--- src/design/slfw_pkg.sv ---
`timescale 1ns / 1ps

package slfw_pkg;

    localparam int FRAME_W = 17;
    localparam int LEN_W   = 5;

    localparam logic [3:0] PREFIX_CMD   = 4'h8;
    localparam logic [2:0] PREFIX_WRITE = 3'h5;
    localparam logic [7:0] DOT_BIT      = 8'h80;
    localparam logic [7:0] H_PATTERN    = 8'h76;

    localparam logic [5:0] ADDR_FIRST = 6'd0;
    localparam logic [5:0] ADDR_THIRD = 6'd2;
    localparam logic [5:0] ADDR_LAST  = 6'd4;

    localparam logic [LEN_W-1:0] LEN_NONE   = 5'd0;
    localparam logic [LEN_W-1:0] LEN_CMD    = 5'd12;
    localparam logic [LEN_W-1:0] LEN_NIBBLE = 5'd13;
    localparam logic [LEN_W-1:0] LEN_BYTE   = 5'd17;

    typedef enum logic [2:0] {
        OP_CMD    = 3'd0,
        OP_NIBBLE = 3'd1,
        OP_BYTE   = 3'd2,
        OP_FIRST  = 3'd3,
        OP_THIRD  = 3'd4,
        OP_LAST   = 3'd5,
        OP_H      = 3'd6
    } t_opcode;

    // frame left-aligned, first bit in the top position
    typedef struct packed {
        logic [FRAME_W-1:0] word;
        logic [LEN_W-1:0]   len;
    } t_frame;

    function automatic logic [7:0] seg_pattern(input logic [3:0] digit);
        logic [7:0] pat;
        unique case (digit)
            4'd0:    pat = 8'h5f;
            4'd1:    pat = 8'h06;
            4'd2:    pat = 8'h6b;
            4'd3:    pat = 8'h2f;
            4'd4:    pat = 8'h36;
            4'd5:    pat = 8'h3d;
            4'd6:    pat = 8'h7d;
            4'd7:    pat = 8'h07;
            4'd8:    pat = 8'h7f;
            4'd9:    pat = 8'h3f;
            default: pat = 8'h00;
        endcase
        return pat;
    endfunction

endpackage

--- src/design/slfw_if.sv ---
`timescale 1ns / 1ps

interface slfw_req_if;
    logic       valid;
    logic       ready;
    logic [2:0] opcode;
    logic [5:0] address;
    logic [7:0] value;

    modport source (output valid, output opcode, output address, output value, input ready);
    modport sink   (input valid, input opcode, input address, input value, output ready);
endinterface

interface slfw_bit_if;
    logic valid;
    logic ready;
    logic serial_bit;
    logic frame_end;

    modport source (output valid, output serial_bit, output frame_end, input ready);
    modport sink   (input valid, input serial_bit, input frame_end, output ready);
endinterface

--- src/design/segment_lcd_serial_frame_writer_core.sv ---
`timescale 1ns / 1ps

// serial frame writer for a three-wire lcd segment controller
//
// i_req: one request per transfer (opcode, address, value). each request
// becomes one frame: command 12 bits, nibble write 13 bits, byte write and
// display operations 17 bits. digits out of range and the unused opcode are
// taken and give no bits.
// o_bit: one frame bit per transfer, most significant first, frame_end high
// on the last bit.
//
// the first bit is shown the cycle after the request transfer.
// one bit per cycle from the output shift register while the receiver is
// ready; the next request is taken in the cycle its predecessor's last bit
// leaves.
//
// reset clears the bit counter, so no bit is shown after reset.
// when the receiver stalls the current bit holds and no request is taken.
module segment_lcd_serial_frame_writer_core
    import slfw_pkg::*;
(
    input  logic        i_clk,
    input  logic        i_rst_n,
    slfw_req_if.sink    i_req,
    slfw_bit_if.source  o_bit
);

    t_frame w_frame;
    logic   w_idle_next;

    assign i_req.ready = w_idle_next;

    slfw_encode u_encode (
        .i_opcode  (i_req.opcode),
        .i_address (i_req.address),
        .i_value   (i_req.value),
        .o_frame   (w_frame)
    );

    slfw_shift u_shift (
        .i_clk        (i_clk),
        .i_rst_n      (i_rst_n),
        .i_load       (i_req.valid && w_idle_next),
        .i_frame      (w_frame),
        .i_out_ready  (o_bit.ready),
        .o_out_valid  (o_bit.valid),
        .o_serial_bit (o_bit.serial_bit),
        .o_frame_end  (o_bit.frame_end),
        .o_idle_next  (w_idle_next)
    );

endmodule

--- src/design/slfw_encode.sv ---
`timescale 1ns / 1ps

module slfw_encode
    import slfw_pkg::*;
(
    input  logic [2:0] i_opcode,
    input  logic [5:0] i_address,
    input  logic [7:0] i_value,
    output t_frame     o_frame
);

    logic       w_small;
    logic       w_teen;
    logic [3:0] w_digit;

    assign w_small = (i_value < 8'd10);
    assign w_teen  = (i_value >= 8'd10) && (i_value < 8'd20);
    // low digit of 0..19
    assign w_digit = w_teen ? 4'(i_value[4:0] - 5'd10) : i_value[3:0];

    always_comb begin
        o_frame.word = '0;
        o_frame.len  = LEN_NONE;
        unique case (t_opcode'(i_opcode))
            OP_CMD: begin
                o_frame.word = {PREFIX_CMD, i_value, 5'b0};
                o_frame.len  = LEN_CMD;
            end
            OP_NIBBLE: begin
                o_frame.word = {PREFIX_WRITE, i_address, i_value[3:0], 4'b0};
                o_frame.len  = LEN_NIBBLE;
            end
            OP_BYTE: begin
                o_frame.word = {PREFIX_WRITE, i_address, i_value};
                o_frame.len  = LEN_BYTE;
            end
            OP_FIRST: begin
                if (w_small || w_teen) begin
                    o_frame.word = {PREFIX_WRITE, ADDR_FIRST,
                                    seg_pattern(w_digit) | (w_teen ? DOT_BIT : 8'h00)};
                    o_frame.len  = LEN_BYTE;
                end
            end
            OP_THIRD: begin
                if (w_small) begin
                    o_frame.word = {PREFIX_WRITE, ADDR_THIRD, seg_pattern(i_value[3:0])};
                    o_frame.len  = LEN_BYTE;
                end
            end
            OP_LAST: begin
                if (w_small) begin
                    o_frame.word = {PREFIX_WRITE, ADDR_LAST,
                                    seg_pattern(i_value[3:0]) | DOT_BIT};
                    o_frame.len  = LEN_BYTE;
                end
            end
            OP_H: begin
                o_frame.word = {PREFIX_WRITE, ADDR_LAST, H_PATTERN};
                o_frame.len  = LEN_BYTE;
            end
            default: begin
                o_frame.word = '0;
                o_frame.len  = LEN_NONE;
            end
        endcase
    end

endmodule

--- src/design/slfw_shift.sv ---
`timescale 1ns / 1ps

module slfw_shift
    import slfw_pkg::*;
(
    input  logic   i_clk,
    input  logic   i_rst_n,
    input  logic   i_load,
    input  t_frame i_frame,
    input  logic   i_out_ready,
    output logic   o_out_valid,
    output logic   o_serial_bit,
    output logic   o_frame_end,
    output logic   o_idle_next
);

    logic [FRAME_W-1:0] r_word, n_word;
    logic [LEN_W-1:0]   r_left, n_left;
    logic               w_xfer;

    assign o_out_valid  = (r_left != LEN_NONE);
    assign o_serial_bit = r_word[FRAME_W-1];
    assign o_frame_end  = (r_left == LEN_W'(1));
    assign w_xfer       = o_out_valid && i_out_ready;
    // free now, or last bit leaving this cycle
    assign o_idle_next  = !o_out_valid || (o_frame_end && i_out_ready);

    always_comb begin
        priority if (i_load) begin
            n_word = i_frame.word;
            n_left = i_frame.len;
        end else if (w_xfer) begin
            n_word = {r_word[FRAME_W-2:0], 1'b0};
            n_left = r_left - LEN_W'(1);
        end else begin
            n_word = r_word;
            n_left = r_left;
        end
    end

    always_ff @(posedge i_clk) begin
        if (!i_rst_n) begin
            r_left <= LEN_NONE;
        end else begin
            r_left <= n_left;
        end
        r_word <= n_word;
    end

endmodule

--- src/flat_wrapper.sv ---
// flat-port wrapper written by rule: the top's interface ports become plain ports
module segment_lcd_serial_frame_writer_core_flat import slfw_pkg::*;
  (i_clk, i_rst_n, i_req_valid, i_req_opcode, i_req_address, i_req_value, i_req_ready, o_bit_valid, o_bit_serial_bit, o_bit_frame_end, o_bit_ready);
  slfw_req_if i_req_i ();
  slfw_bit_if o_bit_i ();
  input  logic i_clk;
  input  logic i_rst_n;
  input wire logic [$bits(i_req_i.valid)-1:0] i_req_valid;
  input wire logic [$bits(i_req_i.opcode)-1:0] i_req_opcode;
  input wire logic [$bits(i_req_i.address)-1:0] i_req_address;
  input wire logic [$bits(i_req_i.value)-1:0] i_req_value;
  output wire logic [$bits(i_req_i.ready)-1:0] i_req_ready;
  output wire logic [$bits(o_bit_i.valid)-1:0] o_bit_valid;
  output wire logic [$bits(o_bit_i.serial_bit)-1:0] o_bit_serial_bit;
  output wire logic [$bits(o_bit_i.frame_end)-1:0] o_bit_frame_end;
  input wire logic [$bits(o_bit_i.ready)-1:0] o_bit_ready;
  assign i_req_i.valid = i_req_valid;
  assign i_req_i.opcode = i_req_opcode;
  assign i_req_i.address = i_req_address;
  assign i_req_i.value = i_req_value;
  assign i_req_ready = i_req_i.ready;
  assign o_bit_valid = o_bit_i.valid;
  assign o_bit_serial_bit = o_bit_i.serial_bit;
  assign o_bit_frame_end = o_bit_i.frame_end;
  assign o_bit_i.ready = o_bit_ready;
  segment_lcd_serial_frame_writer_core u_core (.i_clk(i_clk), .i_rst_n(i_rst_n), .i_req(i_req_i), .o_bit(o_bit_i));
endmodule
--- config.mk ---
export PLATFORM = sky130hd
export DESIGN_NAME = segment_lcd_serial_frame_writer_core_flat
export DESIGN_NICKNAME = d
export VERILOG_FILES = /design/src/design/slfw_pkg.sv /design/src/design/slfw_if.sv /design/src/design/segment_lcd_serial_frame_writer_core.sv /design/src/design/slfw_encode.sv /design/src/design/slfw_shift.sv /design/src/flat_wrapper.sv
export SDC_FILE = /design/constraint.sdc
export NUM_CORES = 1
export LEC_CHECK = 0
export BUFFER_PORTS_ARGS = -buffer_cell sky130_fd_sc_hd__buf_4
export CAP_MARGIN = 20
export CORE_ASPECT_RATIO = 1.75
export CORE_MARGIN = 1.5
export CORE_UTILIZATION = 58
export DETAILED_ROUTE_END_ITERATION = 12
export GPL_TIMING_DRIVEN = 0
export PLACE_DENSITY = 0.82
export SETUP_SLACK_MARGIN = 0.4
export SYNTH_ARGS = -nofsm -noshare
export SYNTH_HDL_FRONTEND = slang
export SYNTH_SLANG_ARGS = --single-unit
--- constraint.sdc ---
create_clock -name i_clk -period 3.1 [get_ports i_clk]
set_clock_uncertainty 0.15 [all_clocks]
set_input_delay 0.465 -clock i_clk [delete_from_list [all_inputs] [get_ports i_clk]]
set_output_delay 0.465 -clock i_clk [all_outputs]
set_load 0.02 [all_outputs]
==> results of run 1 <==
## cells by family (layout without fill, tap and decap cells)
| kind of cell | after synthesis | after routing | share of synthesized area [%] |
|---|---|---|---|
| compound gates | 85 | 85 | 30.9 |
| xor+xnor | 1 | 1 | 0.449 |
| fa+ha+maj | 11 | 11 | 7.06 |
| mux | 5 | 5 | 2.57 |
| simple gates | 85 | 85 | 22.6 |
| flops | 22 | 22 | 31.3 |
| buf+inv | 26 | 58 | 5.07 |
## Yosys cell counts, types with 3 or more instances
cell      number  area (um2)
a21boi_0       4        30.0
a21o_1         3        22.5
a21oi_1       18        90.1
a31oi_1        6        37.5
and2_1         5        31.3
clkbuf_1      13        48.8
dfxtp_1        5         100
edfxtp_1      17         510
ha_1          11         138
inv_1         10        37.5
mux2i_1        5        50.1
nand2_1       23        86.3
nand2b_1       9        56.3
nand3_1        5        25.0
nor2_1        16        60.1
nor2b_1        5        31.3
nor3_1        10        50.1
o21ai_0       20         100
o21ai_1        3        15.0
o311ai_0       3        26.3
o31ai_1        5        37.5
## flip-flops by register name, indices dropped and copies added, names as in the netlist
signal	count
u_core.u_shift.r_word	17
u_core.u_shift.r_left	5
## final cells by class
class | count | share of cell area [%]
timing repair buffer | 28 | 9.13
tap | 43 | 2.34
sequential | 22 | 26.5
inverter | 10 | 1.79
buffer | 16 | 2.72
clock inverter | 1 | 0.163
clock buffer | 3 | 1.79
multi-input combinational | 187 | 55.6
## timing repair
action / CTS / global route
gates resized for setup: 3 / 8
setup buffers: 1 / 5
hold buffers: 0 / 0
endpoints found under the setup margin: 7 / 7
pin swaps: 1 / 1
## worst max-delay path, stage by stage
cell       delay (ns)
buf_4            0.12
clkbuf_2         0.21
inv_2            0.15
ha_1             0.22
or3b_1           0.41
a2111oi_4        0.30
buf_4            0.20
o21ai_0          0.09
o311ai_0         0.13
a22oi_1          0.13
o31ai_1          0.10
## report_power, final
| group | switching (mW) | internal (mW) | total, mW |
|---|---|---|---|
| combinational | 0.452 | 0.300 | 0.753 |
| sequential | 0.0650 | 0.529 | 0.594 |
| clock | 0.0875 | 0.0883 | 0.176 |
| total | 0.605 | 0.918 | 1.52 |
## routing by layer
| layer | wire [um] | global-route usage, % |
|---|---|---|
| met1 | 1850 | 30.9 |
| met2 | 2930 | 53.0 |
| met3 | 206 | 3.17 |
| met4 | 207 | 13.3 |
| met5 | 0 | 0 |
## worst paths after layout
kind | startpoint | to | slack (ns) | depth (start not counted)
worst max-delay path | i_req_value[1] | u_core.u_shift.r_word[4] | 0.51 | 11
worst min-delay path | i_rst_n | u_core.u_shift.r_left[1] | 0.32 | 2
worst max register to register | u_core.u_shift.r_left[0] | u_core.u_shift.r_left[0] | 0.71 | 9
worst min register to register | u_core.u_shift.r_left[4] | u_core.u_shift.r_left[4] | 0.38 | 2
==> out/qor.yml, run 1 <==
route:
  ant_nets: 0
  drt_iter0_drc: 105
  routed_wirelength_um: 5190
  wl_per_cell_um: 16.7
  drc_errors: 0
  dr_total_vias: 1965
  routed_via_density: 6.34
  dr.pass1.iters: 4
sta:
  setup_tns_ns: 0
  rsz0062_at_grt: "no"
  worst_slew_pin_slew_ns: 0.716
  slew_violations: 0
  hold_slack_ns: 0.319
  max_clock_freq_ghz: 0.385
  min_period_over_period_pct: 83.7
  min_period_ns: 2.59
  hold_viol: 0
  worst_slack_ns: 0.506
  relSlewSlack_pct: 52.2
  setup-violations-final: 0
cells_and_area:
  drive_gt1_share_pct: 16.9
  regArea_um2: 611
  num_antenna_cells: 0
  multiInputGateArea_mm2: 0.00128
  fin_cells: 310
  post-route-util_pct: 72.5
  syn_to_final_growth_pct: 18.2
  final_common_cell: "buf_4"
  fillCellCount: 280
  nNetsFinal: 300
  final_cell_mix: "buf_4 (28), nand2_1 (23), o21ai_0 (20)"
  fin_area_mm2: 0.00230
synth:
  ys_seq_elements: 22
  ys_seq_area_share_pct: 31.3
  ys_dominant_reg_cell: "edfxtp_1"
  yosysUniqueCellTypes: 50
  async_flop_share_pct: 0
  avgSynthCellArea_um2: 8.30
  netlist_area_mm2: 0.00195
  synth-edff-count: 17
  synth_nets: 267
  yosysWarnings: 0
  synth_cells: 235
floorplanning:
  die-area_mm2: 0.00373
  io_pins: 25
  core_mm2: 0.00318
  row_count: 27
  start_util_pct: 61.4
  die_w_um: 46.8
  die_h_um: 79.7
clock_tree:
  clkLatencyLatePin_ns: 0.26
  clock_sinks: 22
  path_clk_slew_ns: 0.08
  cts_tree: "yes"
  htree_levels: 1
  numCtsBuffers: 3
  clock_path_buffers: 2
  root_buffer: "clkbuf_8"
worst_setup_path:
  setup.worst_path.class: "primary input to flop"
  cp_max_fo: 10
  startpoint_type: "primary input"
  arrival_ns: 2.54
  critPathCaptureType: "flop"
  required_ns: 3.04
min_path:
  hold_path.class: "primary input to flop"
status:
  status: "completed"
job:
  drv_cap: 0
power_and_ir_drop:
  leakagePower_nw: 0.901
  ir_worst_vdd_uv: 383
  finalPower_mw: 1.52
  power_density_mw_per_mm2: 661
placed_design:
  place_ws_ns: -0.171
  dpl.hpwl_um: 3920
  globalplace.congestion: 0.887
  place_area_mm2: 0.00217
  dp_cells: 300
  portBuffers: 22
global_routing:
  antenna_found_initial: 0
  grt_pass1_vias: 1777
  grt_pass1_wl_um: 8030
  grt_usage_pct: 29.1
  grt_max_degree: 22
  grt_overflow: 0
No activity file was read; power rests on OpenSTA's default activity.
==> run 2: changes to the inputs <==
--- a/config.mk
+++ b/config.mk
@@ -5,6 +5,7 @@
 export SDC_FILE = /design/constraint.sdc
 export NUM_CORES = 1
 export LEC_CHECK = 0
+export ABC_AREA = 1
 export BUFFER_PORTS_ARGS = -buffer_cell sky130_fd_sc_hd__buf_4
 export CAP_MARGIN = 20
 export CORE_ASPECT_RATIO = 1.75
==> constraint.sdc (replaced) <==
create_clock -name i_clk -period 2.5 [get_ports i_clk]
set_clock_uncertainty 0.15 [all_clocks]
set_input_delay 0.375 -clock i_clk [delete_from_list [all_inputs] [get_ports i_clk]]
set_output_delay 0.375 -clock i_clk [all_outputs]
set_load 0.02 [all_outputs]
==> run 2 against run 1 <==
  * Worst setup slack gained 0.0022 ns
  * Die area down 4.6%
  * Clock power increased by 44%
  * Critical path depth rose by 6
  * Wire length fell by 12%
  * Count of clock-buffer cells in the layout grew 1
  * Non-clock buffer count is 10 lower
  * Power increased by 20%
==> out/qor.yml, run 2 <==
status:
  status: "completed"  # unchanged
cells_and_area:
  num_antenna_cells: 0  # unchanged
  multiInputGateArea_mm2: 0.00114  # was 0.00128 mm2
  final_cell_mix: "nand2_1 (71), inv_1 (35), buf_4 (28)"  # was buf_4 (28), nand2_1 (23), o21ai_0 (20)
  reg_top3: "u_core.u_shift.r_word (17), u_core.u_shift.r_left (5)"  # unchanged
  syn_to_final_growth_pct: 23.2  # was 18.2%
  regArea_um2: 613  # was 611 um2
  post-route-util_pct: 73.5  # was 72.5%
  final_common_cell: "nand2_1"  # was buf_4
  nNetsFinal: 324  # was 300
  regMostFlops: "u_core.u_shift.r_word"  # unchanged
  fillCellCount: 273  # was 280
  largest_reg_flops: 17  # unchanged
  drive_gt1_share_pct: 25.1  # was 16.9%
global_routing:
  grt_overflow: 0  # unchanged
  busiest_layer: "met2"  # unchanged
  grt_use_met2_pct: 46.9  # was 53.0%
  grtUsageMet3_pct: 2.56  # was 3.17%
  grt_max_degree: 14  # was 22
  antenna_found_initial: 0  # unchanged
  global_route.usage.met1_pct: 29.8  # was 30.9%
  grt_usage_pct: 27.3  # was 29.1%
  grt_pass1_wl_um: 7270  # was 8030 um
  grt_pass1_vias: 1658  # was 1,777
clock_tree:
  clock_path_buffers: 2  # unchanged
  numCtsBuffers: 3  # unchanged
  root_buffer: "clkbuf_8"  # unchanged
  clkLatencyLatePin_ns: 0.26  # about the same
  htree_levels: 1  # unchanged
  clock_sinks: 22  # unchanged
  cts_tree: "yes"  # unchanged
  holdBufCountCts: 0  # unchanged
  path_clk_slew_ns: 0.08  # about the same
worst_setup_path:
  arrival_ns: 1.87  # was 2.54 ns
  max_stage_delay_ns: 0.25  # was 0.41 ns
  critPathMostFrequentCell: "nand2_1"  # was buf_4
  required_ns: 2.38  # was 3.04 ns
  worstRegToRegCells: 11  # was 9
  r2r_slack_ns: 0.56  # was 0.71 ns
  crit_slowest_cell: "ha_4"  # was or3b_1
  cp_max_fo: 6  # was 10
  setup.worst_path.class: "primary input to flop"  # unchanged
  reg2reg_to: "u_core.u_shift.r_word[14]"  # was u_core.u_shift.r_left[0]
  critPathCaptureType: "flop"  # unchanged
  crit_chain: "buf_6 > clkinvlp_4 > ha_4 > nand3_2 > nand3_4 > nand2_4 > nand2_2 > nand2_4 > inv_4 > ha_4 > nand2_1 > nand2_1 > nand2_1 > nand2_1 > nand2_1 > nand2_1 > nand2_1"  # was buf_4 > clkbuf_2 > inv_2 > ha_1 > or3b_1 > a2111oi_4 > buf_4 > o21ai_0 > o311ai_0 > a22oi_1 > o31ai_1
  startpoint_type: "primary input"  # unchanged
  r2r-start: "u_core.u_shift.r_left[0]"  # unchanged
synth:
  async_flop_share_pct: 0  # unchanged
  synth_common_cells: "nand2_1 (74), inv_1 (38), o21ai_0 (23), edfxtp_1 (17), nand3_1 (15)"  # was nand2_1 (23), o21ai_0 (20), a21oi_1 (18), edfxtp_1 (17), nor2_1 (16)
  netlist_area_mm2: 0.00185  # was 0.00195 mm2
  yosysTopAreaCellShare_pct: 27.5  # was 26.2%
  synthMostInstantiatedCell: "nand2_1"  # unchanged
  synth_nets: 289  # was 267
  post-synth-top-area-cell: "edfxtp_1"  # unchanged
  synth-edff-count: 17  # unchanged
  avgSynthCellArea_um2: 7.22  # was 8.30 um2
  yosysWarnings: 0  # unchanged
  ys_seq_elements: 22  # unchanged
  synth_top_cells_by_area: "edfxtp_1 (28%), nand2_1 (15%), inv_1 (7.7%), ha_1 (7.4%), o21ai_0 (6.2%)"  # was edfxtp_1 (26%), ha_1 (7.1%), dfxtp_1 (5.1%), o21ai_0 (5.1%), a21oi_1 (4.6%)
  ys_seq_area_share_pct: 32.9  # was 31.3%
  synth_cells: 257  # was 235
  ys_dominant_reg_cell: "edfxtp_1"  # unchanged
  yosysUniqueCellTypes: 37  # was 50
sta:
  min_period_over_period_pct: 79.7
  max_clock_freq_ghz: 0.502
  relSlewSlack_pct: 66.7  # was 52.2%
  hold_slack_ns: 0.223  # was 0.319 ns
  setup-violations-final: 0  # unchanged
  worst_slew_pin_slew_ns: 0.497  # was 0.716 ns
  worst_slack_ns: 0.508  # was 0.506 ns
  rsz0062_at_grt: "no"  # unchanged
  slew_violations: 0  # unchanged
  min_period_ns: 1.99
  hold_viol: 0  # unchanged
route:
  wl_per_cell_um: 13.7  # was 16.7 um
  drc_errors: 0  # unchanged
  drt_iter0_drc: 53  # was 105
  dr_total_vias: 1837  # was 1,965
  dr.pass1.iters: 4  # unchanged
  ant_nets: 0  # unchanged
  routed_wirelength_um: 4560  # was 5190 um
  routed_via_density: 5.50  # was 6.34
floorplanning:
  die_h_um: 77.8  # was 79.7 um
  die_w_um: 45.7  # was 46.8 um
  io_pins: 25  # unchanged
  die-area_mm2: 0.00356  # was 0.00373 mm2
  row_count: 27  # unchanged
  start_util_pct: 59.7  # was 61.4%
  core_mm2: 0.00311  # was 0.00318 mm2
power_and_ir_drop:
  ir_worst_vdd_uv: 406  # was 383 uV
  finalPower_mw: 1.83  # was 1.52 mW
  leakagePower_nw: 1.08  # was 0.901 nW
  power_density_mw_per_mm2: 800  # was 661 mW/mm2
min_path:
  min_path_cells: 3  # was 2
  hold_path.class: "primary input to flop"  # unchanged
  min_from: "i_rst_n"  # unchanged
  min_to: "u_core.u_shift.r_left[2]"  # was u_core.u_shift.r_left[1]
placed_design:
  portBuffers: 22  # unchanged
  place_ws_ns: -0.00519  # was -0.171 ns
  globalplace.congestion: 0.910  # was 0.887
  dpl.hpwl_um: 3490  # was 3920 um
job:
  drv_cap: 0  # unchanged
run 2: changes by cell type after synthesis, sizes merged, moves of 6 or more:
| cell | change |
|---|---|
| clkbuf | -10 |
| a21oi | -6 |
| inv | +32 |
| nand2b | -9 |
| nor3 | -7 |
| nand3 | +12 |
| nand2 | +59 |
run 2: layout make-up:
class / count / share of cell area (%)
multi-input cells: 189 / 49.7
flip-flops and latches: 22 / 26.8
repair buffers: 29 / 9.69
inverters: 42 / 7.39
clock buffers: 4 / 2.41
well taps: 43 / 2.35
plain buffers: 5 / 1.59
run 2: through the flow:
step                instances  TNS [ns]  instance area [um2]
finish                    334         0                 2280
global route              334         0                 2280
CTS                       328         0                 2200
detailed placement        322   -0.0102                 2120
global placement          322         0                 2120
floorplan                 257         0                 1910
run 2: worst max path at each step:
stage	end	depth (start not counted)	startpoint
global placement	u_core.u_shift.r_word[1]	15	i_req_value[0]
CTS	u_core.u_shift.r_word[12]	9	u_core.u_shift.r_left[0]
floorplan	u_core.u_shift.r_word[1]	14	i_req_value[0]
detailed placement	u_core.u_shift.r_word[3]	17	i_req_value[0]
global route	u_core.u_shift.r_word[3]	17	i_req_value[7]
finish	u_core.u_shift.r_word[3]	17	i_req_value[0]
run 2: critical path, delay by kind of cell:
family                     cells  cell delay [ns]
and+or+nand+nor               12             0.77
adders and majority gates      2             0.43
buffers and inverters          3             0.29
run 2: cells by family (layout without fill, tap and decap cells):
logic type	count (synthesis)	in the layout	share of synthesized area (%)
simple gates	122	122	31.0
compound gates	55	56	18.1
buf+inv	47	80	10.6
flops	22	22	32.9
fa+ha+maj	11	11	7.42
run 2: layer usage:
layer  up-vias  part of all wire (%)
met5         -                     0
met2        63                    54
met3        16                   3.3
li1        925                     -
met1       833                    37
met4         0                   5.4
run 2: where the power goes:
part	leakage [nW]	switching, mW	internal, mW
Clock	0.0288	0.112	0.140
Combinational	0.836	0.538	0.307
Sequential	0.210	0.0706	0.659
Total	1.08	0.721	1.11
run 2: what timing repair did:
action	in CTS	in global routing
endpoints found under the hold margin	0	0
pin swaps	1	5
resized for setup	0	15
cloned	1	0
setup endpoints to repair	8	30
buffers inserted	1	6
